`src/hw/rtl/shabs_pkg.sv`:
```
`timescale 1ns / 1ps

package shabs_pkg;

  // Item kinds on the request channel
  typedef enum logic {
    ACT_ABSORB = 1'b0,
    ACT_FINISH = 1'b1
  } action_e;

  // One queued request
  typedef struct packed {
    action_e    action;
    logic [7:0] data;
  } q_item_t;

  // Commands from the sequencer to the compression unit
  typedef struct packed {
    logic       load;   // shift one byte into the block window
    logic [7:0] data;
    logic       start;  // run 64 rounds over the window
    logic       init;   // return the chaining value to the initial hash
  } cmp_ctrl_t;

  typedef struct packed {
    logic busy;
  } cmp_stat_t;

  // Chaining value, word 0 first
  typedef logic [0:7][31:0] hash_t;

  localparam hash_t HASH_IV = {
    32'h6a09e667, 32'hbb67ae85, 32'h3c6ef372, 32'ha54ff53a,
    32'h510e527f, 32'h9b05688c, 32'h1f83d9ab, 32'h5be0cd19
  };

  localparam logic [31:0] ROUND_K [64] = '{
    32'h428a2f98, 32'h71374491, 32'hb5c0fbcf, 32'he9b5dba5,
    32'h3956c25b, 32'h59f111f1, 32'h923f82a4, 32'hab1c5ed5,
    32'hd807aa98, 32'h12835b01, 32'h243185be, 32'h550c7dc3,
    32'h72be5d74, 32'h80deb1fe, 32'h9bdc06a7, 32'hc19bf174,
    32'he49b69c1, 32'hefbe4786, 32'h0fc19dc6, 32'h240ca1cc,
    32'h2de92c6f, 32'h4a7484aa, 32'h5cb0a9dc, 32'h76f988da,
    32'h983e5152, 32'ha831c66d, 32'hb00327c8, 32'hbf597fc7,
    32'hc6e00bf3, 32'hd5a79147, 32'h06ca6351, 32'h14292967,
    32'h27b70a85, 32'h2e1b2138, 32'h4d2c6dfc, 32'h53380d13,
    32'h650a7354, 32'h766a0abb, 32'h81c2c92e, 32'h92722c85,
    32'ha2bfe8a1, 32'ha81a664b, 32'hc24b8b70, 32'hc76c51a3,
    32'hd192e819, 32'hd6990624, 32'hf40e3585, 32'h106aa070,
    32'h19a4c116, 32'h1e376c08, 32'h2748774c, 32'h34b0bcb5,
    32'h391c0cb3, 32'h4ed8aa4a, 32'h5b9cca4f, 32'h682e6ff3,
    32'h748f82ee, 32'h78a5636f, 32'h84c87814, 32'h8cc70208,
    32'h90befffa, 32'ha4506ceb, 32'hbef9a3f7, 32'hc67178f2
  };

  localparam logic [7:0]  PAD_BYTE   = 8'h80;
  localparam logic [5:0]  LEN_POS    = 6'd56;
  localparam logic [5:0]  LAST_POS   = 6'd63;
  localparam logic [63:0] BLOCK_BITS = 64'd512;

  function automatic logic [31:0] rotr(input logic [31:0] x, input int unsigned n);
    rotr = (x >> n) | (x << (32 - n));
  endfunction

  function automatic logic [31:0] bsig0(input logic [31:0] x);
    bsig0 = rotr(x, 2) ^ rotr(x, 13) ^ rotr(x, 22);
  endfunction

  function automatic logic [31:0] bsig1(input logic [31:0] x);
    bsig1 = rotr(x, 6) ^ rotr(x, 11) ^ rotr(x, 25);
  endfunction

  function automatic logic [31:0] ssig0(input logic [31:0] x);
    ssig0 = rotr(x, 7) ^ rotr(x, 18) ^ (x >> 3);
  endfunction

  function automatic logic [31:0] ssig1(input logic [31:0] x);
    ssig1 = rotr(x, 17) ^ rotr(x, 19) ^ (x >> 10);
  endfunction

endpackage

```
`src/hw/rtl/shabs_in_if.sv`:
```
`timescale 1ns / 1ps

interface shabs_in_if;
  logic       valid;
  logic       ready;
  logic       action;
  logic [7:0] data_byte;

  modport source (output valid, output action, output data_byte, input ready);
  modport sink   (input valid, input action, input data_byte, output ready);
endinterface

```
`src/hw/rtl/shabs_out_if.sv`:
```
`timescale 1ns / 1ps

interface shabs_out_if;
  logic        valid;
  logic        ready;
  logic [31:0] digest_word;
  logic [2:0]  word_index;
  logic        last_word;

  modport source (output valid, output digest_word, output word_index, output last_word,
                  input ready);
  modport sink   (input valid, input digest_word, input word_index, input last_word,
                  output ready);
endinterface

```
`src/hw/rtl/sha256_byte_stream_hasher_core.sv`:
```
`timescale 1ns / 1ps
// SHA-256 over a byte stream.
// req_i carries one request per handshake: action 0 absorbs data_byte, action 1
// finishes the message. A finish pads the message, compresses, and returns the
// eight digest words on rsp_o, word_index 0 first, last_word set on the eighth.
// Absorb requests produce nothing on rsp_o.
// Requests land in a small queue (QUEUE_DEPTH entries), so up to QUEUE_DEPTH
// requests are taken while the sequencer works or a digest word waits on rsp_o.
// Bytes enter the block window one at a time; once a 64-byte block is full,
// the next byte is taken only after the compression is through: a start
// state, 64 rounds, the final add, and a wait state that sees the unit idle.
// A finish pads the message (into an extra block when the length does not
// fit) and runs one or two compressions; then the digest words leave one
// per cycle, while rsp_o is ready, through a registered output stage.
// If the receiver stalls rsp_o, the output word holds and the sequencer waits;
// the queue keeps taking requests until it is full.
// Reset loads the initial hash value and an empty message; no clearing pass is
// needed. Once the last digest word is loaded into the output stage, the block
// starts a new message on its own.
module sha256_byte_stream_hasher_core #(
  parameter int unsigned QUEUE_DEPTH = 2
) (
  input  logic        clk_i,
  input  logic        rst_ni,
  shabs_in_if.sink    req_i,
  shabs_out_if.source rsp_o
);
  import shabs_pkg::*;

  logic      item_valid;
  logic      item_pop;
  q_item_t   item;
  cmp_ctrl_t cmp_ctrl;
  cmp_stat_t cmp_stat;
  hash_t     hash;

  shabs_front #(
    .QUEUE_DEPTH (QUEUE_DEPTH)
  ) u_front (
    .clk_i        (clk_i),
    .rst_ni       (rst_ni),
    .req_i        (req_i),
    .item_valid_o (item_valid),
    .item_o       (item),
    .item_pop_i   (item_pop)
  );

  shabs_compress u_compress (
    .clk_i  (clk_i),
    .rst_ni (rst_ni),
    .ctrl_i (cmp_ctrl),
    .stat_o (cmp_stat),
    .hash_o (hash)
  );

  shabs_back u_back (
    .clk_i        (clk_i),
    .rst_ni       (rst_ni),
    .item_valid_i (item_valid),
    .item_i       (item),
    .item_pop_o   (item_pop),
    .cmp_ctrl_o   (cmp_ctrl),
    .cmp_stat_i   (cmp_stat),
    .hash_i       (hash),
    .rsp_o        (rsp_o)
  );

endmodule

```
`src/hw/rtl/shabs_front.sv`:
```
`timescale 1ns / 1ps

module shabs_front #(
  parameter int unsigned QUEUE_DEPTH = 2
) (
  input  logic              clk_i,
  input  logic              rst_ni,
  shabs_in_if.sink          req_i,
  output logic              item_valid_o,
  output shabs_pkg::q_item_t item_o,
  input  logic              item_pop_i
);
  import shabs_pkg::*;

  localparam int unsigned PTR_W = (QUEUE_DEPTH > 1) ? $clog2(QUEUE_DEPTH) : 1;
  localparam int unsigned CNT_W = $clog2(QUEUE_DEPTH + 1);

  q_item_t          slot_q [QUEUE_DEPTH];
  logic [PTR_W-1:0] wr_q, wr_d, rd_q, rd_d;
  logic [CNT_W-1:0] cnt_q, cnt_d;
  logic             push, pop;

  assign req_i.ready  = (cnt_q != CNT_W'(QUEUE_DEPTH));
  assign push         = req_i.valid && req_i.ready;
  assign item_valid_o = (cnt_q != '0);
  assign pop          = item_pop_i && item_valid_o;
  assign item_o       = slot_q[rd_q];

  // Advance pointers and occupancy
  always_comb begin
    wr_d  = wr_q;
    rd_d  = rd_q;
    cnt_d = cnt_q;
    if (push) begin
      wr_d = (wr_q == PTR_W'(QUEUE_DEPTH - 1)) ? '0 : wr_q + 1'b1;
    end
    if (pop) begin
      rd_d = (rd_q == PTR_W'(QUEUE_DEPTH - 1)) ? '0 : rd_q + 1'b1;
    end
    case ({push, pop})
      2'b10:   cnt_d = cnt_q + 1'b1;
      2'b01:   cnt_d = cnt_q - 1'b1;
      default: cnt_d = cnt_q;
    endcase
  end

  always_ff @(posedge clk_i or negedge rst_ni) begin
    if (!rst_ni) begin
      wr_q  <= '0;
      rd_q  <= '0;
      cnt_q <= '0;
    end else begin
      wr_q  <= wr_d;
      rd_q  <= rd_d;
      cnt_q <= cnt_d;
    end
  end

  // Store the accepted request, tagged by kind
  always_ff @(posedge clk_i) begin
    if (push) begin
      slot_q[wr_q] <= '{action: action_e'(req_i.action), data: req_i.data_byte};
    end
  end

endmodule

```
`src/hw/rtl/shabs_compress.sv`:
```
`timescale 1ns / 1ps

module shabs_compress (
  input  logic                 clk_i,
  input  logic                 rst_ni,
  input  shabs_pkg::cmp_ctrl_t ctrl_i,
  output shabs_pkg::cmp_stat_t stat_o,
  output shabs_pkg::hash_t     hash_o
);
  import shabs_pkg::*;

  localparam logic [1:0] ST_IDLE  = 2'd0;
  localparam logic [1:0] ST_ROUND = 2'd1;
  localparam logic [1:0] ST_FINAL = 2'd2;

  logic [1:0]   state_q, state_d;
  logic [5:0]   rnd_q, rnd_d;
  logic [511:0] win_q, win_d;   // block bytes, then the 16-word schedule window
  hash_t        work_q, work_d; // a..h
  hash_t        hash_q, hash_d;

  logic [31:0] wt, new_w, t1, t2, ch, maj;
  logic [31:0] a, b, c, d, e, f, g, h;

  assign {a, b, c, d, e, f, g, h} = work_q;

  // Schedule: window holds W[t..t+15], oldest word on top
  assign wt    = win_q[511:480];
  assign new_w = wt + ssig0(win_q[479:448]) + win_q[223:192] + ssig1(win_q[63:32]);

  // Round function
  assign ch  = (e & f) ^ (~e & g);
  assign maj = (a & b) ^ (a & c) ^ (b & c);
  assign t1  = h + bsig1(e) + ch + ROUND_K[rnd_q] + wt;
  assign t2  = bsig0(a) + maj;

  always_comb begin
    state_d = state_q;
    rnd_d   = rnd_q;
    win_d   = win_q;
    work_d  = work_q;
    hash_d  = hash_q;
    case (state_q)
      ST_IDLE: begin
        if (ctrl_i.load) begin
          win_d = {win_q[503:0], ctrl_i.data};
        end
        if (ctrl_i.init) begin
          hash_d = HASH_IV;
        end
        if (ctrl_i.start) begin
          work_d  = hash_q;
          rnd_d   = '0;
          state_d = ST_ROUND;
        end
      end
      ST_ROUND: begin
        win_d  = {win_q[479:0], new_w};
        work_d = {t1 + t2, a, b, c, d + t1, e, f, g};
        rnd_d  = rnd_q + 1'b1;
        if (rnd_q == LAST_POS) begin
          state_d = ST_FINAL;
        end
      end
      ST_FINAL: begin
        for (int i = 0; i < 8; i++) begin
          hash_d[i] = hash_q[i] + work_q[i];
        end
        state_d = ST_IDLE;
      end
      default: state_d = ST_IDLE;
    endcase
  end

  always_ff @(posedge clk_i or negedge rst_ni) begin
    if (!rst_ni) begin
      state_q <= ST_IDLE;
      rnd_q   <= '0;
      hash_q  <= HASH_IV;
    end else begin
      state_q <= state_d;
      rnd_q   <= rnd_d;
      hash_q  <= hash_d;
    end
  end

  always_ff @(posedge clk_i) begin
    win_q  <= win_d;
    work_q <= work_d;
  end

  assign stat_o.busy = (state_q != ST_IDLE);
  assign hash_o      = hash_q;

endmodule

```
`src/hw/rtl/shabs_back.sv`:
```
`timescale 1ns / 1ps

module shabs_back (
  input  logic                 clk_i,
  input  logic                 rst_ni,
  input  logic                 item_valid_i,
  input  shabs_pkg::q_item_t   item_i,
  output logic                 item_pop_o,
  output shabs_pkg::cmp_ctrl_t cmp_ctrl_o,
  input  shabs_pkg::cmp_stat_t cmp_stat_i,
  input  shabs_pkg::hash_t     hash_i,
  shabs_out_if.source          rsp_o
);
  import shabs_pkg::*;

  localparam logic [2:0] B_IDLE  = 3'd0;
  localparam logic [2:0] B_PAD   = 3'd1;
  localparam logic [2:0] B_START = 3'd2;
  localparam logic [2:0] B_WAIT  = 3'd3;
  localparam logic [2:0] B_EMIT  = 3'd4;

  logic [2:0]  state_q, state_d;
  logic [5:0]  fill_q, fill_d;      // byte position in the current block
  logic [63:0] bits_q, bits_d;      // completed bits; message length once padding starts
  logic        pad_q, pad_d;        // padding in progress
  logic        last_blk_q, last_blk_d;
  logic [2:0]  emit_q, emit_d;

  logic        out_valid_q, out_valid_d;
  logic [31:0] out_word_q, out_word_d;
  logic [2:0]  out_idx_q, out_idx_d;
  logic        out_last_q, out_last_d;

  logic        out_free;
  logic [7:0]  len_byte, pad_data;

  assign out_free = !out_valid_q || rsp_o.ready;

  // Length bytes go big-endian into positions 56..63 of the final block
  assign len_byte = bits_q[(6'd63 - {fill_q[2:0], 3'b000}) -: 8];
  assign pad_data = (last_blk_q && (fill_q >= LEN_POS)) ? len_byte : 8'h00;

  always_comb begin
    state_d     = state_q;
    fill_d      = fill_q;
    bits_d      = bits_q;
    pad_d       = pad_q;
    last_blk_d  = last_blk_q;
    emit_d      = emit_q;
    item_pop_o  = 1'b0;
    cmp_ctrl_o  = '0;
    out_valid_d = out_valid_q && !rsp_o.ready;
    out_word_d  = out_word_q;
    out_idx_d   = out_idx_q;
    out_last_d  = out_last_q;

    case (state_q)
      // Take one request: absorb a byte, or start padding on finish
      B_IDLE: begin
        if (item_valid_i) begin
          item_pop_o      = 1'b1;
          cmp_ctrl_o.load = 1'b1;
          fill_d          = fill_q + 1'b1;
          if (item_i.action == ACT_FINISH) begin
            cmp_ctrl_o.data = PAD_BYTE;
            bits_d          = bits_q + {55'd0, fill_q, 3'b000};
            pad_d           = 1'b1;
            last_blk_d      = (fill_q < LEN_POS);
            state_d         = (fill_q == LAST_POS) ? B_START : B_PAD;
          end else begin
            cmp_ctrl_o.data = item_i.data;
            if (fill_q == LAST_POS) begin
              bits_d  = bits_q + BLOCK_BITS;
              state_d = B_START;
            end
          end
        end
      end
      // Fill the block with zeros and, in the last block, the length
      B_PAD: begin
        cmp_ctrl_o.load = 1'b1;
        cmp_ctrl_o.data = pad_data;
        fill_d          = fill_q + 1'b1;
        if (fill_q == LAST_POS) begin
          state_d = B_START;
        end
      end
      B_START: begin
        cmp_ctrl_o.start = 1'b1;
        state_d          = B_WAIT;
      end
      // Hold until the rounds are done, then pick the next step
      B_WAIT: begin
        if (!cmp_stat_i.busy) begin
          if (!pad_q) begin
            state_d = B_IDLE;
          end else if (last_blk_q) begin
            emit_d  = '0;
            state_d = B_EMIT;
          end else begin
            last_blk_d = 1'b1;
            state_d    = B_PAD;
          end
        end
      end
      // Emit the digest words, then restart for a new message
      B_EMIT: begin
        if (out_free) begin
          out_valid_d = 1'b1;
          out_word_d  = hash_i[emit_q];
          out_idx_d   = emit_q;
          out_last_d  = (emit_q == 3'd7);
          emit_d      = emit_q + 1'b1;
          if (emit_q == 3'd7) begin
            cmp_ctrl_o.init = 1'b1;
            bits_d          = '0;
            fill_d          = '0;
            pad_d           = 1'b0;
            state_d         = B_IDLE;
          end
        end
      end
      default: state_d = B_IDLE;
    endcase
  end

  always_ff @(posedge clk_i or negedge rst_ni) begin
    if (!rst_ni) begin
      state_q     <= B_IDLE;
      fill_q      <= '0;
      bits_q      <= '0;
      pad_q       <= 1'b0;
      last_blk_q  <= 1'b0;
      emit_q      <= '0;
      out_valid_q <= 1'b0;
    end else begin
      state_q     <= state_d;
      fill_q      <= fill_d;
      bits_q      <= bits_d;
      pad_q       <= pad_d;
      last_blk_q  <= last_blk_d;
      emit_q      <= emit_d;
      out_valid_q <= out_valid_d;
    end
  end

  always_ff @(posedge clk_i) begin
    out_word_q <= out_word_d;
    out_idx_q  <= out_idx_d;
    out_last_q <= out_last_d;
  end

  assign rsp_o.valid       = out_valid_q;
  assign rsp_o.digest_word = out_word_q;
  assign rsp_o.word_index  = out_idx_q;
  assign rsp_o.last_word   = out_last_q;

endmodule
```
`src/flat_wrapper.sv`:
```
// flat-port wrapper written by rule: the top's interface ports become plain ports
module sha256_byte_stream_hasher_core_flat import shabs_pkg::*;
#(
  parameter int unsigned QUEUE_DEPTH = 2
)
  (clk_i, rst_ni, req_i_valid, req_i_action, req_i_data_byte, req_i_ready, rsp_o_valid, rsp_o_digest_word, rsp_o_word_index, rsp_o_last_word, rsp_o_ready);
  shabs_in_if req_i_i ();
  shabs_out_if rsp_o_i ();
  input  logic clk_i;
  input  logic rst_ni;
  input wire logic [$bits(req_i_i.valid)-1:0] req_i_valid;
  input wire logic [$bits(req_i_i.action)-1:0] req_i_action;
  input wire logic [$bits(req_i_i.data_byte)-1:0] req_i_data_byte;
  output wire logic [$bits(req_i_i.ready)-1:0] req_i_ready;
  output wire logic [$bits(rsp_o_i.valid)-1:0] rsp_o_valid;
  output wire logic [$bits(rsp_o_i.digest_word)-1:0] rsp_o_digest_word;
  output wire logic [$bits(rsp_o_i.word_index)-1:0] rsp_o_word_index;
  output wire logic [$bits(rsp_o_i.last_word)-1:0] rsp_o_last_word;
  input wire logic [$bits(rsp_o_i.ready)-1:0] rsp_o_ready;
  assign req_i_i.valid = req_i_valid;
  assign req_i_i.action = req_i_action;
  assign req_i_i.data_byte = req_i_data_byte;
  assign req_i_ready = req_i_i.ready;
  assign rsp_o_valid = rsp_o_i.valid;
  assign rsp_o_digest_word = rsp_o_i.digest_word;
  assign rsp_o_word_index = rsp_o_i.word_index;
  assign rsp_o_last_word = rsp_o_i.last_word;
  assign rsp_o_i.ready = rsp_o_ready;
  sha256_byte_stream_hasher_core #(.QUEUE_DEPTH(QUEUE_DEPTH)) u_core (.clk_i(clk_i), .rst_ni(rst_ni), .req_i(req_i_i), .rsp_o(rsp_o_i));
endmodule
```
`config.mk`:
```
export PLATFORM = sky130hd
export DESIGN_NAME = sha256_byte_stream_hasher_core_flat
export DESIGN_NICKNAME = d
export VERILOG_FILES = /design/src/hw/rtl/shabs_pkg.sv /design/src/hw/rtl/shabs_in_if.sv /design/src/hw/rtl/shabs_out_if.sv /design/src/hw/rtl/sha256_byte_stream_hasher_core.sv /design/src/hw/rtl/shabs_front.sv /design/src/hw/rtl/shabs_compress.sv /design/src/hw/rtl/shabs_back.sv /design/src/flat_wrapper.sv
export SDC_FILE = /design/constraint.sdc
export NUM_CORES = 2
export LEC_CHECK = 0
export BUFFER_PORTS_ARGS = -buffer_cell sky130_fd_sc_hd__buf_2
export CAP_MARGIN = 25
export CELL_PAD_IN_SITES_DETAIL_PLACEMENT = 1
export CELL_PAD_IN_SITES_GLOBAL_PLACEMENT = 2
export CORE_ASPECT_RATIO = 0.9
export CORE_MARGIN = 3
export CORE_UTILIZATION = 35
export DETAILED_ROUTE_END_ITERATION = 6
export GPL_ROUTABILITY_DRIVEN = 1
export GPL_TIMING_DRIVEN = 0
export MAX_ROUTING_LAYER = met4
export PLACE_DENSITY = 0.79
export SLEW_MARGIN = 20
export SYNTH_ARGS = -nofsm -noshare
export SYNTH_HDL_FRONTEND = slang
export SYNTH_SLANG_ARGS = --single-unit
export TNS_END_PERCENT = 100
```
`constraint.sdc`:
```
create_clock -name clk_i -period 32.6 [get_ports clk_i]
set_input_delay 6.52 -clock clk_i [delete_from_list [all_inputs] [get_ports clk_i]]
set_output_delay 6.52 -clock clk_i [all_outputs]
set_load 0.005 [all_outputs]
```
==> results.json <==
{
  "cts.sinks": 1166,
  "ys_seq_elements": 1166,
  "ys_warn_count": 0,
  "routed_wl_um": 339000,
  "tritoncts": "built",
  "grt_use_total_pct": 30.2,
  "grt_pass1_wl_um": 484000,
  "worstMarginPinSlew_ns": 1.19,
  "synthCells": 8263,
  "rr_endpoint": "u_core.u_compress.a[30]",
  "nets": 9149,
  "synthDistinctLibCells": 91,
  "routed_via_density": 5.71,
  "via_count": 65900,
  "gp_routability_congestion": 0.993,
  "grt_max_degree": 92,
  "slew_violations": 0,
  "drt-wirelength-per-cell_um": 29.4,
  "dieArea_mm2": 0.227,
  "reg2reg_depth": 35,
  "syn-num-nets": 8883,
  "root_buffer": "clkbuf_16",
  "critPathSlowestCell": "o31ai_1",
  "start_kind": "flip-flop",
  "fin_util_pct": 39.8,
  "cts_setup_buffers": 0,
  "most-common-layout-cells": "nand2_1, edfxtp_1, o21ai_0",
  "maxCapViolations": 0,
  "cts_resized": 0,
  "worst_ep_required_time_ns": 33.08,
  "hp-class": "flip-flop to flip-flop",
  "io_pins": 51,
  "antenna_found_initial": 21,
  "drive_gt1_share_pct": 7.90,
  "synth_ff_type": "edfxtp_1",
  "die_height_um": 452,
  "finalHoldViolations": 0,
  "numCtsBuffers": 141,
  "final-setup-viol-count": 0,
  "drtAntennaViolNets": 0,
  "final_common_cell": "nand2_1",
  "rsz0062_at_grt": "no",
  "arrival_ns": 12.25,
  "async_flop_share_pct": 29.5,
  "port-buffer-count": 50,
  "dr.pass1.iters": 6,
  "synth-seq-area-share_pct": 43.2,
  "place_hpwl_um": 266000,
  "clock.fmax_mhz": 84.9,
  "synth_edf_count": 822,
  "crit_top_cell": "a21oi_1",
  "placementRows": 163,
  "core_mm2": 0.220,
  "fin_crit_ns": 11.77,
  "clk_latency_ns": 0.81,
  "syn_area_per_cell_um2": 9.37,
  "skew_ns": 0.0440,
  "synthesis.area_mm2": 0.0774,
  "critPathMaxFanout": 22,
  "min-delay-start": "u_core.u_front.wr_q",
  "status": "complete, no violations",
  "fin_tns_setup_ns": 0,
  "clk_path_buf_depth": 3,
  "end_kind": "flip-flop",
  "drt_iter0_drc": 7270,
  "remaining_drc_errors": 0,
  "areaGrowthSynthToFinish_pct": 12.8,
  "min_to": "u_core.u_front.wr_q",
  "max_slew_margin_pct": 18.4,
  "period_share_pct": 36.1,
  "overflow": 0,
  "min_path_cells": 1,
  "first_global_vias": 66600,
  "crit_type": "flip-flop to flip-flop",
  "clkTransAtPathRegs_ns": 0.06,
  "htree_levels": 4,
  "cts_hold_buf": 0,
  "initial_core_util_pct": 35.3,
  "r2r_start": "u_core.u_compress.rnd_q[2]",
  "die_width_um": 502,
  "ff2ff_setup_slack_ns": 20.83,
  "max_stage_delay_ns": 0.88
}
[sequential cells by signal, indices dropped and copies added (netlist names), 2 cells and up]
register and cells:
u_core.u_front.slot_q 18, u_core.u_compress.b 32, u_core.u_compress.a 32, u_core.u_back.rsp_o.word_index 3, u_core.u_compress.c 32, u_core.u_front.cnt_q 2
u_core.u_compress.hash_o 256, u_core.u_back.emit_q 3, u_core.u_compress.h 32, u_core.u_compress.rnd_q 6, u_core.u_back.bits_q 61, u_core.u_compress.d 32
u_core.u_compress.g 32, u_core.u_compress.state_q 2, u_core.u_back.state_q 3, u_core.u_back.fill_q 6, u_core.u_compress.win_q 512, u_core.u_compress.f 32
u_core.u_compress.e 32, u_core.u_back.rsp_o.digest_word 32
[worst max-delay path, delay by kind of cell (launching register included)]
| family | cells | cell delay [ns] |
|---|---|---|
| xor+xnor | 2 | 0.81 |
| compound gates | 14 | 3.84 |
| fa+ha+maj | 6 | 2.46 |
| flops | 1 | 0.76 |
| simple gates | 7 | 1.40 |
| buf+inv | 6 | 2.15 |
[synthesized netlist by cell type, drive strengths merged, types with 16 or more instances]
master | n | share of area [%]
a21oi | 460 | 3.0
dfstp | 136 | 4.6
nand2b | 76 | 0.61
edfxtp | 822 | 32
fa | 196 | 5.1
nor2 | 399 | 1.9
mux4 | 82 | 2.4
nor2b | 40 | 0.32
or2 | 20 | 0.16
maj3 | 25 | 0.32
nor3 | 69 | 0.45
xor2 | 227 | 2.6
o21a | 58 | 0.56
xnor2 | 409 | 4.6
o21bai | 48 | 0.47
o211ai | 30 | 0.29
inv | 311 | 1.5
nand4 | 30 | 0.24
mux2 | 48 | 0.70
a22o | 17 | 0.19
o31ai | 35 | 0.34
o22a | 16 | 0.18
mux2i | 41 | 0.53
dfrtp | 208 | 6.7
nand2 | 2390 | 12
and2 | 19 | 0.15
a31oi | 43 | 0.35
o21ai | 495 | 3.2
clkbuf | 418 | 2.0
nand3 | 111 | 0.72
ha | 411 | 6.6
buf | 35 | 0.17
or3 | 35 | 0.28
a211oi | 45 | 0.44
and3 | 38 | 0.31
a21o | 177 | 1.7
[routing by layer]
metal / vias to the layer above / wire length (um) / track usage [%]
li1: 29000 / - / -
met1: 33900 / 156000 / 43.1
met2: 2566 / 143000 / 42.8
met3: 466 / 28800 / 6.31
met4: 0 / 11000 / 9.24
met5: - / 0 / -
[how the worst max path moves through the flow]
stage	from	end	slack, ns	cells past startpoint
floorplan	u_core.u_back.state_q[0]	u_core.u_compress.win_q[0]	9.05	5
global placement	u_core.u_back.state_q[0]	u_core.u_compress.win_q[367]	-1.31	5
detailed placement	u_core.u_compress.rnd_q[2]	u_core.u_compress.a[30]	21.27	35
CTS	u_core.u_compress.rnd_q[2]	u_core.u_compress.a[30]	21.20	35
global route	u_core.u_compress.rnd_q[2]	u_core.u_compress.a[30]	20.51	33
finish	u_core.u_compress.rnd_q[2]	u_core.u_compress.a[30]	20.83	35
[cells by family after synthesis]
| kind of cell | synth area share [%] |
|---|---|
| buffers and inverters | 3.71 |
| muxes | 3.61 |
| DFF | 43.2 |
| AOI/OAI and AO/OA | 12.9 |
| xor gates and xnor gates | 7.22 |
| and+or+nand+nor | 17.3 |
| adders and majority gates | 12.0 |
[area by class of cell]
cell class	instances	area (um^2)
Clock buffer	198	3870
Antenna cell	17	42.5
Sequential cell	1166	33500
Inverter	312	1170
Fill cell	25100	132000
Clock inverter	61	566
Tap cell	2887	3610
Buffer	453	1740
Multi-Input combinational cell	6332	41200
Timing Repair Buffer	123	1670
[through the flow]
step | worst slack (ns) | std cells | area, um^2 | hold slack, ns
floorplan | 9.05 | 8263 | 77400 | 0.451
global placement | -1.31 | 11200 | 81300 | 0.477
detailed placement | 21.27 | 11300 | 82800 | 0.499
CTS | 21.20 | 11500 | 87200 | 0.512
global route | 20.51 | 11500 | 87400 | 0.529
finish | 20.83 | 11500 | 87400 | 0.506
Power is left out: the tool's default activity adds up to more than one toggle a clock period on the data nets, which glitch-free logic cannot reach.
